<file path="config.mk">
export PLATFORM = sky130hd
export DESIGN_NAME = shell_argument_splitter
export DESIGN_NICKNAME = d
export VERILOG_FILES = /design/src/rtl/sas_pkg.sv /design/src/rtl/shell_argument_splitter.sv /design/src/rtl/sas_front.sv /design/src/rtl/sas_queue.sv /design/src/rtl/sas_back.sv
export SDC_FILE = /design/constraint.sdc
export NUM_CORES = 1
export LEC_CHECK = 0
export BUFFER_PORTS_ARGS = -buffer_cell sky130_fd_sc_hd__buf_2
export CAP_MARGIN = 10
export CORE_MARGIN = 4
export CORE_UTILIZATION = 65
export DETAILED_ROUTE_END_ITERATION = 10
export PLACE_DENSITY_LB_ADDON = 0.3
export SYNTH_ARGS = -nofsm -noshare
export SYNTH_HDL_FRONTEND = slang
export SYNTH_SLANG_ARGS = --single-unit
</file>
<file path="constraint.sdc">
create_clock -name clock -period 7.4 [get_ports clock]
set_clock_uncertainty 0.1 [all_clocks]
set_input_delay 1.11 -clock clock [delete_from_list [all_inputs] [get_ports clock]]
set_output_delay 1.11 -clock clock [all_outputs]
set_load 0.005 [all_outputs]
</file>
<file path="src/rtl/sas_pkg.sv">
// Shared types and constants for the shell argument splitter.
// No dependencies; every other rtl file refers to this package by scoped names.
`default_nettype none

package sas_pkg;

   localparam int unsigned QUEUE_DEPTH = 4;

   localparam logic [7:0] CHAR_DQUOTE    = 8'h22;
   localparam logic [7:0] CHAR_SQUOTE    = 8'h27;
   localparam logic [7:0] CHAR_BACKSLASH = 8'h5C;
   localparam logic [7:0] CHAR_SPACE     = 8'h20;
   localparam logic [7:0] CHAR_NEWLINE   = 8'h0A;
   localparam logic [7:0] CHAR_TAB       = 8'h09;

   typedef enum logic [2:0] {
      MODE_SPACES = 3'd0,
      MODE_ARG    = 3'd1,
      MODE_SQ     = 3'd2,
      MODE_DQ     = 3'd3,
      MODE_ESC    = 3'd4,
      MODE_ESC_DQ = 3'd5
   } mode_type;

   typedef enum logic [1:0] {
      KIND_BYTE = 2'd0,
      KIND_END  = 2'd1,
      KIND_OK   = 2'd2,
      KIND_ERR  = 2'd3
   } kind_type;

   typedef enum logic {
      FUNC_CHAR = 1'b0,
      FUNC_EOL  = 1'b1
   } func_type;

   typedef struct packed {
      func_type   func;
      logic [7:0] ch;
   } req_type;

   typedef struct packed {
      kind_type   kind;
      logic [7:0] out_char;
      logic       last;
   } rsp_type;

   // One or two results produced by a single input item.
   typedef struct packed {
      logic       two;
      kind_type   kind0;
      logic [7:0] char0;
      kind_type   kind1;
      logic [7:0] char1;
   } entry_type;

   function automatic logic is_space(input logic [7:0] c);
      is_space = (c == CHAR_SPACE) || (c == CHAR_NEWLINE) || (c == CHAR_TAB);
   endfunction

endpackage

`default_nettype wire

</file>
<file path="src/rtl/shell_argument_splitter.sv">
// Shell-style command line splitter. Ties front end, entry queue and back end.
// Depends on sas_pkg, sas_front, sas_queue and sas_back.
//
// Usage:
//   Input side is a queue: drive req_data (func, ch) and raise req_push while
//   req_full is low. func selects a line byte or the end-of-line marker.
//   Result side is a queue: while rsp_empty is low, rsp_data holds the oldest
//   result (kind, out_char, last); raise rsp_pop to take it.
//   Throughput: one input item per cycle while the entry queue has room. The
//   parse state advances in the cycle an item is accepted, so consecutive bytes
//   need no gaps. The result port delivers one result per cycle while rsp_pop
//   is high; items that give two results deliver them one after the other.
//   The entry queue loads an item's result at the accepting edge, and the
//   output register loads it from there, when nothing older is waiting.
//   Items that give no result (quotes, backslashes, extra spaces) leave nothing.
//   Stall: when rsp_pop stays low, the queue of QueueDepth entries fills and
//   req_full rises; nothing is lost.
//   Reset: synchronous; empties the queue and output and puts the parser back
//   between arguments.
`default_nettype none

module shell_argument_splitter #(
   parameter int unsigned QueueDepth = sas_pkg::QUEUE_DEPTH
) (
   input  wire logic             clock,
   input  wire logic             reset,
   input  wire logic             req_push,
   output logic                  req_full,
   input  wire sas_pkg::req_type req_data,
   output logic                  rsp_empty,
   input  wire logic             rsp_pop,
   output sas_pkg::rsp_type      rsp_data
);

   logic               accept;
   logic               push;
   sas_pkg::entry_type push_entry;
   logic               head_valid;
   logic               head_pop;
   sas_pkg::entry_type head_entry;

   assign accept = req_push & ~req_full;

   sas_front u_front (
      .clock  (clock),
      .reset  (reset),
      .accept (accept),
      .req    (req_data),
      .push   (push),
      .entry  (push_entry)
   );

   sas_queue #(
      .Depth (QueueDepth)
   ) u_queue (
      .clock      (clock),
      .reset      (reset),
      .push       (push),
      .push_entry (push_entry),
      .full       (req_full),
      .pop        (head_pop),
      .head_valid (head_valid),
      .head_entry (head_entry)
   );

   sas_back u_back (
      .clock      (clock),
      .reset      (reset),
      .head_valid (head_valid),
      .head_entry (head_entry),
      .head_pop   (head_pop),
      .rsp_empty  (rsp_empty),
      .rsp_pop    (rsp_pop),
      .rsp_data   (rsp_data)
   );

endmodule

`default_nettype wire

</file>
<file path="src/rtl/sas_front.sv">
// Front end: parse state machine, classifies each item into zero, one or two results.
// Depends on sas_pkg.
`default_nettype none

module sas_front (
   input  wire logic               clock,
   input  wire logic               reset,
   input  wire logic               accept,
   input  wire sas_pkg::req_type   req,
   output logic                    push,
   output sas_pkg::entry_type      entry
);

   sas_pkg::mode_type mode_ff, mode_in;
   logic              has_result;

   always_ff @(posedge clock) begin
      if (reset) begin
         mode_ff <= sas_pkg::MODE_SPACES;
      end else if (accept) begin
         mode_ff <= mode_in;
      end
   end

   // Next state
   always_comb begin
      mode_in = mode_ff;
      if (req.func == sas_pkg::FUNC_EOL) begin
         mode_in = sas_pkg::MODE_SPACES;
      end else begin
         case (mode_ff)
            sas_pkg::MODE_SQ: begin
               if (req.ch == sas_pkg::CHAR_SQUOTE) mode_in = sas_pkg::MODE_ARG;
            end
            sas_pkg::MODE_DQ: begin
               if (req.ch == sas_pkg::CHAR_DQUOTE) begin
                  mode_in = sas_pkg::MODE_ARG;
               end else if (req.ch == sas_pkg::CHAR_BACKSLASH) begin
                  mode_in = sas_pkg::MODE_ESC_DQ;
               end
            end
            sas_pkg::MODE_ESC:    mode_in = sas_pkg::MODE_ARG;
            sas_pkg::MODE_ESC_DQ: mode_in = sas_pkg::MODE_DQ;
            default: begin
               if (req.ch == sas_pkg::CHAR_DQUOTE) begin
                  mode_in = sas_pkg::MODE_DQ;
               end else if (req.ch == sas_pkg::CHAR_SQUOTE) begin
                  mode_in = sas_pkg::MODE_SQ;
               end else if (req.ch == sas_pkg::CHAR_BACKSLASH) begin
                  mode_in = sas_pkg::MODE_ESC;
               end else if (sas_pkg::is_space(req.ch)) begin
                  mode_in = sas_pkg::MODE_SPACES;
               end else begin
                  mode_in = sas_pkg::MODE_ARG;
               end
            end
         endcase
      end
   end

   // Outputs
   always_comb begin
      has_result  = 1'b0;
      entry       = '0;
      entry.kind0 = sas_pkg::KIND_BYTE;
      entry.kind1 = sas_pkg::KIND_BYTE;
      if (req.func == sas_pkg::FUNC_EOL) begin
         has_result = 1'b1;
         case (mode_ff)
            sas_pkg::MODE_ARG: begin
               entry.two   = 1'b1;
               entry.kind0 = sas_pkg::KIND_END;
               entry.kind1 = sas_pkg::KIND_OK;
            end
            sas_pkg::MODE_SQ, sas_pkg::MODE_DQ, sas_pkg::MODE_ESC,
            sas_pkg::MODE_ESC_DQ: begin
               entry.kind0 = sas_pkg::KIND_ERR;
            end
            default: entry.kind0 = sas_pkg::KIND_OK;
         endcase
      end else begin
         case (mode_ff)
            sas_pkg::MODE_SQ: begin
               if (req.ch != sas_pkg::CHAR_SQUOTE) begin
                  has_result  = 1'b1;
                  entry.char0 = req.ch;
               end
            end
            sas_pkg::MODE_DQ: begin
               if (req.ch != sas_pkg::CHAR_DQUOTE && req.ch != sas_pkg::CHAR_BACKSLASH) begin
                  has_result  = 1'b1;
                  entry.char0 = req.ch;
               end
            end
            sas_pkg::MODE_ESC: begin
               has_result  = 1'b1;
               entry.char0 = req.ch;
            end
            sas_pkg::MODE_ESC_DQ: begin
               has_result = 1'b1;
               // keep the backslash unless it escapes a quote or a backslash
               if (req.ch != sas_pkg::CHAR_DQUOTE && req.ch != sas_pkg::CHAR_BACKSLASH) begin
                  entry.two   = 1'b1;
                  entry.char0 = sas_pkg::CHAR_BACKSLASH;
                  entry.char1 = req.ch;
               end else begin
                  entry.char0 = req.ch;
               end
            end
            default: begin
               if (req.ch == sas_pkg::CHAR_DQUOTE || req.ch == sas_pkg::CHAR_SQUOTE ||
                   req.ch == sas_pkg::CHAR_BACKSLASH) begin
                  has_result = 1'b0;
               end else if (sas_pkg::is_space(req.ch)) begin
                  if (mode_ff == sas_pkg::MODE_ARG) begin
                     has_result  = 1'b1;
                     entry.kind0 = sas_pkg::KIND_END;
                  end
               end else begin
                  has_result  = 1'b1;
                  entry.char0 = req.ch;
               end
            end
         endcase
      end
   end

   assign push = accept & has_result;

endmodule

`default_nettype wire

</file>
<file path="src/rtl/sas_queue.sv">
// Short register queue of result entries between front and back end.
// Depends on sas_pkg.
`default_nettype none

module sas_queue #(
   parameter int unsigned Depth = sas_pkg::QUEUE_DEPTH
) (
   input  wire logic               clock,
   input  wire logic               reset,
   input  wire logic               push,
   input  wire sas_pkg::entry_type push_entry,
   output logic                    full,
   input  wire logic               pop,
   output logic                    head_valid,
   output sas_pkg::entry_type      head_entry
);

   localparam int unsigned AddrWidth  = (Depth > 1) ? $clog2(Depth) : 1;
   localparam int unsigned CountWidth = $clog2(Depth + 1);
   localparam logic [AddrWidth-1:0]  LastAddr  = AddrWidth'(Depth - 1);
   localparam logic [CountWidth-1:0] FullCount = CountWidth'(Depth);

   sas_pkg::entry_type    slot_ff [Depth];
   logic [AddrWidth-1:0]  wr_ptr_ff, wr_ptr_in;
   logic [AddrWidth-1:0]  rd_ptr_ff, rd_ptr_in;
   logic [CountWidth-1:0] count_ff, count_in;
   logic                  do_push, do_pop;

   assign full       = (count_ff == FullCount);
   assign head_valid = (count_ff != '0);
   assign head_entry = slot_ff[rd_ptr_ff];
   assign do_push    = push & ~full;
   assign do_pop     = pop & head_valid;

   always_comb begin
      wr_ptr_in = wr_ptr_ff;
      rd_ptr_in = rd_ptr_ff;
      count_in  = count_ff;
      if (do_push) begin
         wr_ptr_in = (wr_ptr_ff == LastAddr) ? '0 : wr_ptr_ff + 1'b1;
      end
      if (do_pop) begin
         rd_ptr_in = (rd_ptr_ff == LastAddr) ? '0 : rd_ptr_ff + 1'b1;
      end
      if (do_push && !do_pop) begin
         count_in = count_ff + 1'b1;
      end else if (do_pop && !do_push) begin
         count_in = count_ff - 1'b1;
      end
   end

   always_ff @(posedge clock) begin
      if (reset) begin
         wr_ptr_ff <= '0;
         rd_ptr_ff <= '0;
         count_ff  <= '0;
      end else begin
         wr_ptr_ff <= wr_ptr_in;
         rd_ptr_ff <= rd_ptr_in;
         count_ff  <= count_in;
      end
   end

   always_ff @(posedge clock) begin
      if (do_push) begin
         slot_ff[wr_ptr_ff] <= push_entry;
      end
   end

endmodule

`default_nettype wire

</file>
<file path="src/rtl/sas_back.sv">
// Back end: output register that plays out one or two results per queued entry.
// Depends on sas_pkg.
`default_nettype none

module sas_back (
   input  wire logic               clock,
   input  wire logic               reset,
   input  wire logic               head_valid,
   input  wire sas_pkg::entry_type head_entry,
   output logic                    head_pop,
   output logic                    rsp_empty,
   input  wire logic               rsp_pop,
   output sas_pkg::rsp_type        rsp_data
);

   sas_pkg::entry_type entry_ff, entry_in;
   logic               valid_ff, valid_in;
   logic               phase_ff, phase_in;
   logic               take;

   // Take a new entry when the register is empty or its final result leaves.
   assign take     = ~valid_ff | (rsp_pop & (phase_ff | ~entry_ff.two));
   assign head_pop = take & head_valid;

   always_comb begin
      entry_in = entry_ff;
      valid_in = valid_ff;
      phase_in = phase_ff;
      if (take) begin
         valid_in = head_valid;
         phase_in = 1'b0;
         entry_in = head_entry;
      end else if (rsp_pop) begin
         phase_in = 1'b1;
      end
   end

   always_ff @(posedge clock) begin
      if (reset) begin
         valid_ff <= 1'b0;
         phase_ff <= 1'b0;
      end else begin
         valid_ff <= valid_in;
         phase_ff <= phase_in;
      end
   end

   always_ff @(posedge clock) begin
      entry_ff <= entry_in;
   end

   assign rsp_empty         = ~valid_ff;
   assign rsp_data.kind     = phase_ff ? entry_ff.kind1 : entry_ff.kind0;
   assign rsp_data.out_char = phase_ff ? entry_ff.char1 : entry_ff.char0;
   assign rsp_data.last     = phase_ff | ~entry_ff.two;

endmodule

`default_nettype wire

</file>
After elaboration in Yosys (flattened, before gate mapping)
Memories as Yosys holds them, arrays and structs flattened. A register that Yosys moved wholly into a read port is not among the register bits.
Cells that the tools add are included.

word-level totals
  bits in registers = 12
  memory bits (writable) = 84
  latch bits = 0
  memories kept = 1
  word-level logic and storage cells = 97
  output and inout bits = 13
  input port bits = 13
  ROM bits = 0

operators by class
  reduce and logical (&&, ||, !) cells = 15
  mux-type cells = 41
  shifts and indexed selects = 0
  divide/modulo/power cells = 0
  $mul = 0
  bitwise operators = 11
  add/sub/neg operators = 4
  eq/ne operators = 19
  $lt $le $gt $ge = 0

memory list
  name             depth  bits a word  rd ports  clocked after memory_dff  write ports  RTL line         source
  u_queue.slot_ff  4      21           1         1                         1            sas_queue.sv:23  sas_pkg::entry_type slot_ff [Depth];

operator list
  operator                                                               number
  8-bit 2-to-1 mux                                                       8
  8-bit one-hot mux with 4 select lines                                  1
  3-bit 2-to-1 mux                                                       10
  8-bit by 6-bit equality test with 1-bit output, second input constant  3
  8-bit by 4-bit equality test with 1-bit output, second input constant  2
  8-bit by 6-bit != test with 1-bit output, second input constant        2
  1-bit 2-to-1 mux                                                       12
  2-bit 2-to-1 mux                                                       6
  3-bit one-hot mux with 4 select lines                                  1
  10-bit 2-to-1 mux                                                      1
  3-bit equality test, second input constant                             3
  8-bit by 7-bit equality test with 1-bit output, second input constant  1
  8-bit by 7-bit != test with 1-bit output, second input constant        1
  1-bit AND                                                              6
  3-bit by 2-bit equality test with 1-bit output, second input constant  2
  2-bit by 1-bit adder with 2-bit output, second input constant          2
  2-bit equality test, second input constant                             2
  1-bit logical OR                                                       4
  4-bit by 2-bit != test with 1-bit output, second input constant        1
  2-bit one-hot mux with 2 select lines                                  1
  2-bit OR reduction                                                     2
  4-bit OR reduction                                                     1
  3-bit by 1-bit adder with 3-bit output, second input constant          1
  3-bit by 1-bit equality test with 1-bit output, second input constant  1
  other kinds (10)                                                       16

Depth between registers and ports, before layout
  depth after elaboration = 13
  depth in mapped cells = 12
  gate-level depth less buffers = 12

By module
Synthesis repeated with hierarchy kept, for this count alone.

unflattened totals
  cells, all modules = 313
  area total of the unflattened synthesis = 5,206.2 um2

modules (own cells, without submodules)
  module                   cells an instance  instances  area an instance (um2)  seq. area each (um2)
  sas_queue                159                1          3,538.4                 2,702.6
  sas_back                 43                 1          863.3                   670.6
  sas_front                110                1          790.8                   60.1
  shell_argument_splitter  1                  1          13.8                    0.0

Worst setup path after synthesis
Ideal clock, no wire load.

  kind = input to register
  start point = input req_data[0] (netlist bit)
  end point = register u_queue.count_ff[2]
  required time = 7.229 ns
  stages on the path = 11
  slack = 3.836 ns
  setup time = 0.071 ns
  path buffers = 1
  arrival time = 3.394 ns
  cell sequence = buf_2 -> nor4bb_1 -> o31ai_2 -> nor3_1 -> o32ai_4 -> ha_1 -> inv_1 -> fa_1 -> xor2_1 -> or3_1 -> a21oi_1

on the way
  longest elaborated chain between the ends = 12
  elaborated cells on any way between the ends = 27
  classes of those cells = eq/ne: 9; mux: 7; bitwise: 2; reduce/logical: 9

ends and longest elaborated chain
  what                                                                                                              RTL line                       source
  start, declared                                                                                                   shell_argument_splitter.sv:29  input wire sas_pkg::req_type req_data,
  8-bit by 6-bit equality test with 1-bit output or 8-bit by 4-bit equality test with 1-bit output (tied branches)  sas_pkg.sv:58                  is_space = (c == CHAR_SPACE) || (c == CHAR_NEWLINE) || (c == CHAR_TAB);
  1-bit logical OR (2 in series)                                                                                    sas_pkg.sv:58
  1-bit 2-to-1 mux                                                                                                  sas_front.sv:114               end else if (sas_pkg::is_space(req.ch)) begin
  1-bit 2-to-1 mux                                                                                                  sas_front.sv:111               if (req.ch == sas_pkg::CHAR_DQUOTE || req.ch == sas_pkg::CHAR_SQUOTE ||
  1-bit one-hot mux with 3 select lines (*)                                                                         sas_front.sv:82                case (mode_ff)
  1-bit 2-to-1 mux (*)                                                                                              sas_front.sv:67                if (req.func == sas_pkg::FUNC_EOL) begin
  1-bit AND (*)                                                                                                     sas_front.sv:128               assign push = accept & has_result;
  1-bit AND (*)                                                                                                     sas_queue.sv:32                assign do_push = push & ~full;
  via u_queue.do_push                                                                                               sas_queue.sv:27                logic do_push, do_pop;
  1-bit zero test                                                                                                   sas_queue.sv:47                end else if (do_pop && !do_push) begin
  1-bit logical AND                                                                                                 sas_queue.sv:47
  2-bit nonzero test (no source line)                                                                               --
  end signal, assigned                                                                                              sas_queue.sv:60                count_ff <= count_in;
  end, declared                                                                                                     sas_queue.sv:26                logic [CountWidth-1:0] count_ff, count_in;

The timed path passes the listed nets; every way through them passes the cells marked *.
A chain may end at the register's enable or synchronous reset.

Worst setup path after layout
  start point = input req_data[5] (netlist bit)
  end point = register u_queue.count_ff[2]

Same word-level chain as after synthesis.

==> Flow_metrics.wiki <==
{| class="wikitable"
! Metric !! Value
|-
| Clock buffer count from CTS || 9
|-
| Total DRC errors in the routed layout || 0
|-
| Number of I/O port buffers || 25
|-
| Number of hold violations in the final report || 0
|-
| Design Power || 1636 µW
|-
| Total power per unit cell area || 313.7 mW/mm²
|-
| Share of synthesized cell area in and, or, nand and nor gates || 10.17%
|-
| Final instance area || 0.005216 mm²
|-
| Die Span Y || 94.02 µm
|-
| CP top delay family || compound AO/OA/AOI/OAI gates
|-
| Via count of the first global-routing pass || 2585
|-
| CTS tree || done
|-
| Synth-to-layout area growth || 8.455%
|-
| WS Path Type || primary input to flip-flop
|-
| Area share of fa/ha/maj cells after synthesis || 2.237%
|-
| Final worst hold slack || 0.4437 ns
|-
| Final HPWL DP || 5516 µm
|-
| Largest area contributor in the netlist || sky130_fd_sc_hd__edfxtp_1
|-
| Synthesized cell area || 0.004810 mm²
|-
| Antenna violations before repair || 0
|-
| I/O pin total || 26
|-
| Post-place instance area || 0.005020 mm²
|-
| Result of the run || finished clean
|-
| Worst-case headroom to the max-slew limit || 28.17%
|-
| Maximum buffer depth of the clock tree || 2
|-
| Post-Syn Area per Cell || 16.42 µm²
|-
| Most used standard cell by instance count after synthesis || sky130_fd_sc_hd__edfxtp_1
|-
| Largest cells by area after synthesis || sky130_fd_sc_hd__edfxtp_1, sky130_fd_sc_hd__mux4_2, sky130_fd_sc_hd__dfxtp_1
|-
| Number of max-cap violations || 0
|-
| Total wire length || 8221 µm
|-
| Clk_lat worst skew || 0.36 ns
|-
| Floorplan die width || 94.02 µm
|-
| Worst Max-Slew Pin Slew || 1.077 ns
|-
| Post-route setup TNS || 0 ns
|-
| IR drop worst, VDD || 134.0 µV
|-
| Largest net degree at the start of global routing || 24
|-
| Die Outline Area || 0.008840 mm²
|-
| Hold bufs inserted after CTS || 0
|-
| Commonest cells post-synth || sky130_fd_sc_hd__edfxtp_1, sky130_fd_sc_hd__mux4_2, sky130_fd_sc_hd__and2_1, sky130_fd_sc_hd__nor2_1
|-
| Signal arrival time at the worst endpoint || 3.72 ns
|-
| RSZ-0062 raised after global routing || false
|-
| Post-synthesis sequential element count || 112
|-
| Number of antenna cells inserted || 0
|-
| Main synth FF type || sky130_fd_sc_hd__edfxtp_1
|-
| Placeable core region || 0.007214 mm²
|-
| Per-cell routed wire length || 19.43 µm
|-
| Initial core utilization || 66.67%
|-
| Nature of the critical path endpoint || flip-flop
|-
| Max H-tree Level || 3
|-
| Pre-Repair DR Iteration Count || 5
|-
| Mapped Nets || 314
|-
| Area share of the largest cell type after synthesis || 62.43%
|-
| Critical path fanouts, max || 8
|-
| GRT Overall Usage || 20.48%
|-
| Count of synthesis-stage warnings from yosys || 0
|-
| Time the final worst path needs with I/O delays and setup || 3.533 ns
|-
| Leakage power of the design || 0.001780 µW
|-
| Wire length of the first global-routing pass || 13320 µm
|-
| Synth Area in XOR/XNOR || 0.5463%
|-
| Unique cell type count in the Yosys netlist || 51
|-
| Area fraction in compound gates after synthesis || 5.411%
|-
| Total setup buffers inserted after CTS || 0
|-
| List of cells traversed by the critical path || buf_2, nor4b_1, o31ai_2, nor3_1, o32ai_4, ha_1, inv_1, fa_1, xor2_1, or3_1, a21oi_1
|-
| CP required || 7.59 ns
|-
| CP peak stage delay || 0.43 ns
|-
| Critical path buffer and inverter count || 2
|-
| Post-cts gate resize count || 0
|-
| Share of layout cells above drive strength 1 || 24.69%
|-
| Dominant combinational cell family by area after synthesis || multiplexers
|-
| Iter 0 DRT Violations || 215
|-
| TritonCTS sink count || 112
|-
| Final standard cell utilization of the core || 72.30%
|-
| Final weighted congestion in routability-driven placement || 0.9409
|-
| Number of rows created at floorplan || 31
|-
| Overflow after GRT || 0
|-
| Sequential element share of the synthesized area || 67.43%
|-
| Clock root cell || sky130_fd_sc_hd__clkbuf_8
|-
| Synth Instances || 293
|-
| Via Count || 2626
|-
| Number of flops mapped to enable cells by yosys || 100
|-
| Antenna viol nets, final || 0
|-
| Fraction of synthesis flops using an asynchronous set or reset pin || 0%
|-
| Share of the clock period used by the worst path || 47.74%
|-
| F_max || 283.1 MHz
|-
| Number of vias per cell || 6.208
|-
| Mux cell area share after synthesis || 12.30%
|-
| Total count of max-transition violations in the final report || 0
|-
| CP max stage cell || sky130_fd_sc_hd__o31ai_2
|-
| Net count of the finished layout || 340
|-
| Sort of element at the start of the critical path || primary input
|-
| HP Class || flip-flop to flip-flop
|-
| Final setup violating endpoints || 0
|-
| Clock-pin slew reported for the worst setup and hold paths after clock tree synthesis || 0.10 ns
|}
==> where the power goes <==
part           leakage (µW)  internal [µW]  switching, µW
Clock              0.000101            148            201
Combinational      0.000640            203            191
Sequential          0.00104            835           58.1
==> flip-flops by register name, indices dropped and copies added, names as in the netlist <==
signal	flops
u_back.entry_ff	20
u_back.phase_ff	1
u_back.valid_ff	1
u_front.mode_ff	3
u_queue.count_ff	3
u_queue.rd_ptr_ff	2
u_queue.slot_ff	80
u_queue.wr_ptr_ff	2
==> metrics by stage <==
step,setup slack [ns],cells
finish,3.867,423
global route,3.653,423
CTS,3.873,423
detailed placement,3.493,407
global placement,3.619,407
floorplan,3.836,293
==> cell families after synthesis <==
logic type | Yosys count
multiplexers | 33
buffers and inverters | 23
flip-flops | 112
adder cells (fa/ha/maj) | 8
AND/OR/NAND/NOR | 81
AO/OA/AOI/OAI | 33
XOR/XNOR | 3
==> worst paths after layout <==
path,from,endpoint,slack [ns],cells past startpoint
setup / recovery,req_data[5],u_queue.count_ff[2],3.87,11
hold / removal,u_queue.count_ff[2],u_queue.count_ff[2],0.44,2
hold reg to reg,u_queue.count_ff[2],u_queue.count_ff[2],0.44,2
setup reg to reg,u_front.mode_ff[1],u_queue.count_ff[2],3.90,12
==> worst register-to-register path, stage by stage, from the launching register on <==
cell	delay (ns)
sky130_fd_sc_hd__dfxtp_1	0.42
sky130_fd_sc_hd__inv_1	0.08
sky130_fd_sc_hd__ha_1	0.52
sky130_fd_sc_hd__inv_1	0.15
sky130_fd_sc_hd__a31oi_1	0.23
sky130_fd_sc_hd__a21oi_1	0.14
sky130_fd_sc_hd__o32ai_4	0.41
sky130_fd_sc_hd__ha_1	0.25
sky130_fd_sc_hd__inv_1	0.07
sky130_fd_sc_hd__fa_1	0.42
sky130_fd_sc_hd__xor2_1	0.16
sky130_fd_sc_hd__or3_1	0.32
sky130_fd_sc_hd__a21oi_1	0.16
==> per-layer routing <==
layer  wire length [µm]  track usage [%]  vias up
li1                   -                -     1200
met1               3540            28.72     1301
met2               4077            32.94      113
met3                474            3.766       12
met4                128            6.619        0
met5                  0                0        -
==> final cells by class <==
cell class | instances | area [µm²]
Fill cell | 465 | 1998
Tap cell | 99 | 123.9
Inverter | 12 | 45.04
Sequential cell | 112 | 3243
Clock inverter | 5 | 43.79
Timing Repair Buffer | 26 | 132.6
Multi-Input combinational cell | 158 | 1475
Clock buffer | 11 | 152.6
==> cells in the final DEF (no fill, tap or decap), types with 2 or more instances in the layout <==
master	count
sky130_fd_sc_hd__o21ai_1	2
sky130_fd_sc_hd__o31ai_2	3
sky130_fd_sc_hd__nor4_1	3
sky130_fd_sc_hd__nand2b_1	7
sky130_fd_sc_hd__a31oi_1	3
sky130_fd_sc_hd__nor3_1	6
sky130_fd_sc_hd__buf_2	25
sky130_fd_sc_hd__ha_1	7
sky130_fd_sc_hd__edfxtp_1	100
sky130_fd_sc_hd__o22ai_1	2
sky130_fd_sc_hd__nor4bb_1	2
sky130_fd_sc_hd__mux4_2	20
sky130_fd_sc_hd__nor2_1	17
sky130_fd_sc_hd__and2_1	17
sky130_fd_sc_hd__clkinv_4	2
sky130_fd_sc_hd__nand2_1	9
sky130_fd_sc_hd__mux2i_1	4
sky130_fd_sc_hd__nand3_1	2
sky130_fd_sc_hd__nor3b_1	3
sky130_fd_sc_hd__nand4_1	3
sky130_fd_sc_hd__clkbuf_8	9
sky130_fd_sc_hd__nor2b_1	2
sky130_fd_sc_hd__inv_1	12
sky130_fd_sc_hd__dfxtp_1	12
sky130_fd_sc_hd__mux2_2	9
sky130_fd_sc_hd__xor2_1	2
sky130_fd_sc_hd__a21oi_1	10
Note: power is estimated with default switching activity, not from simulation.
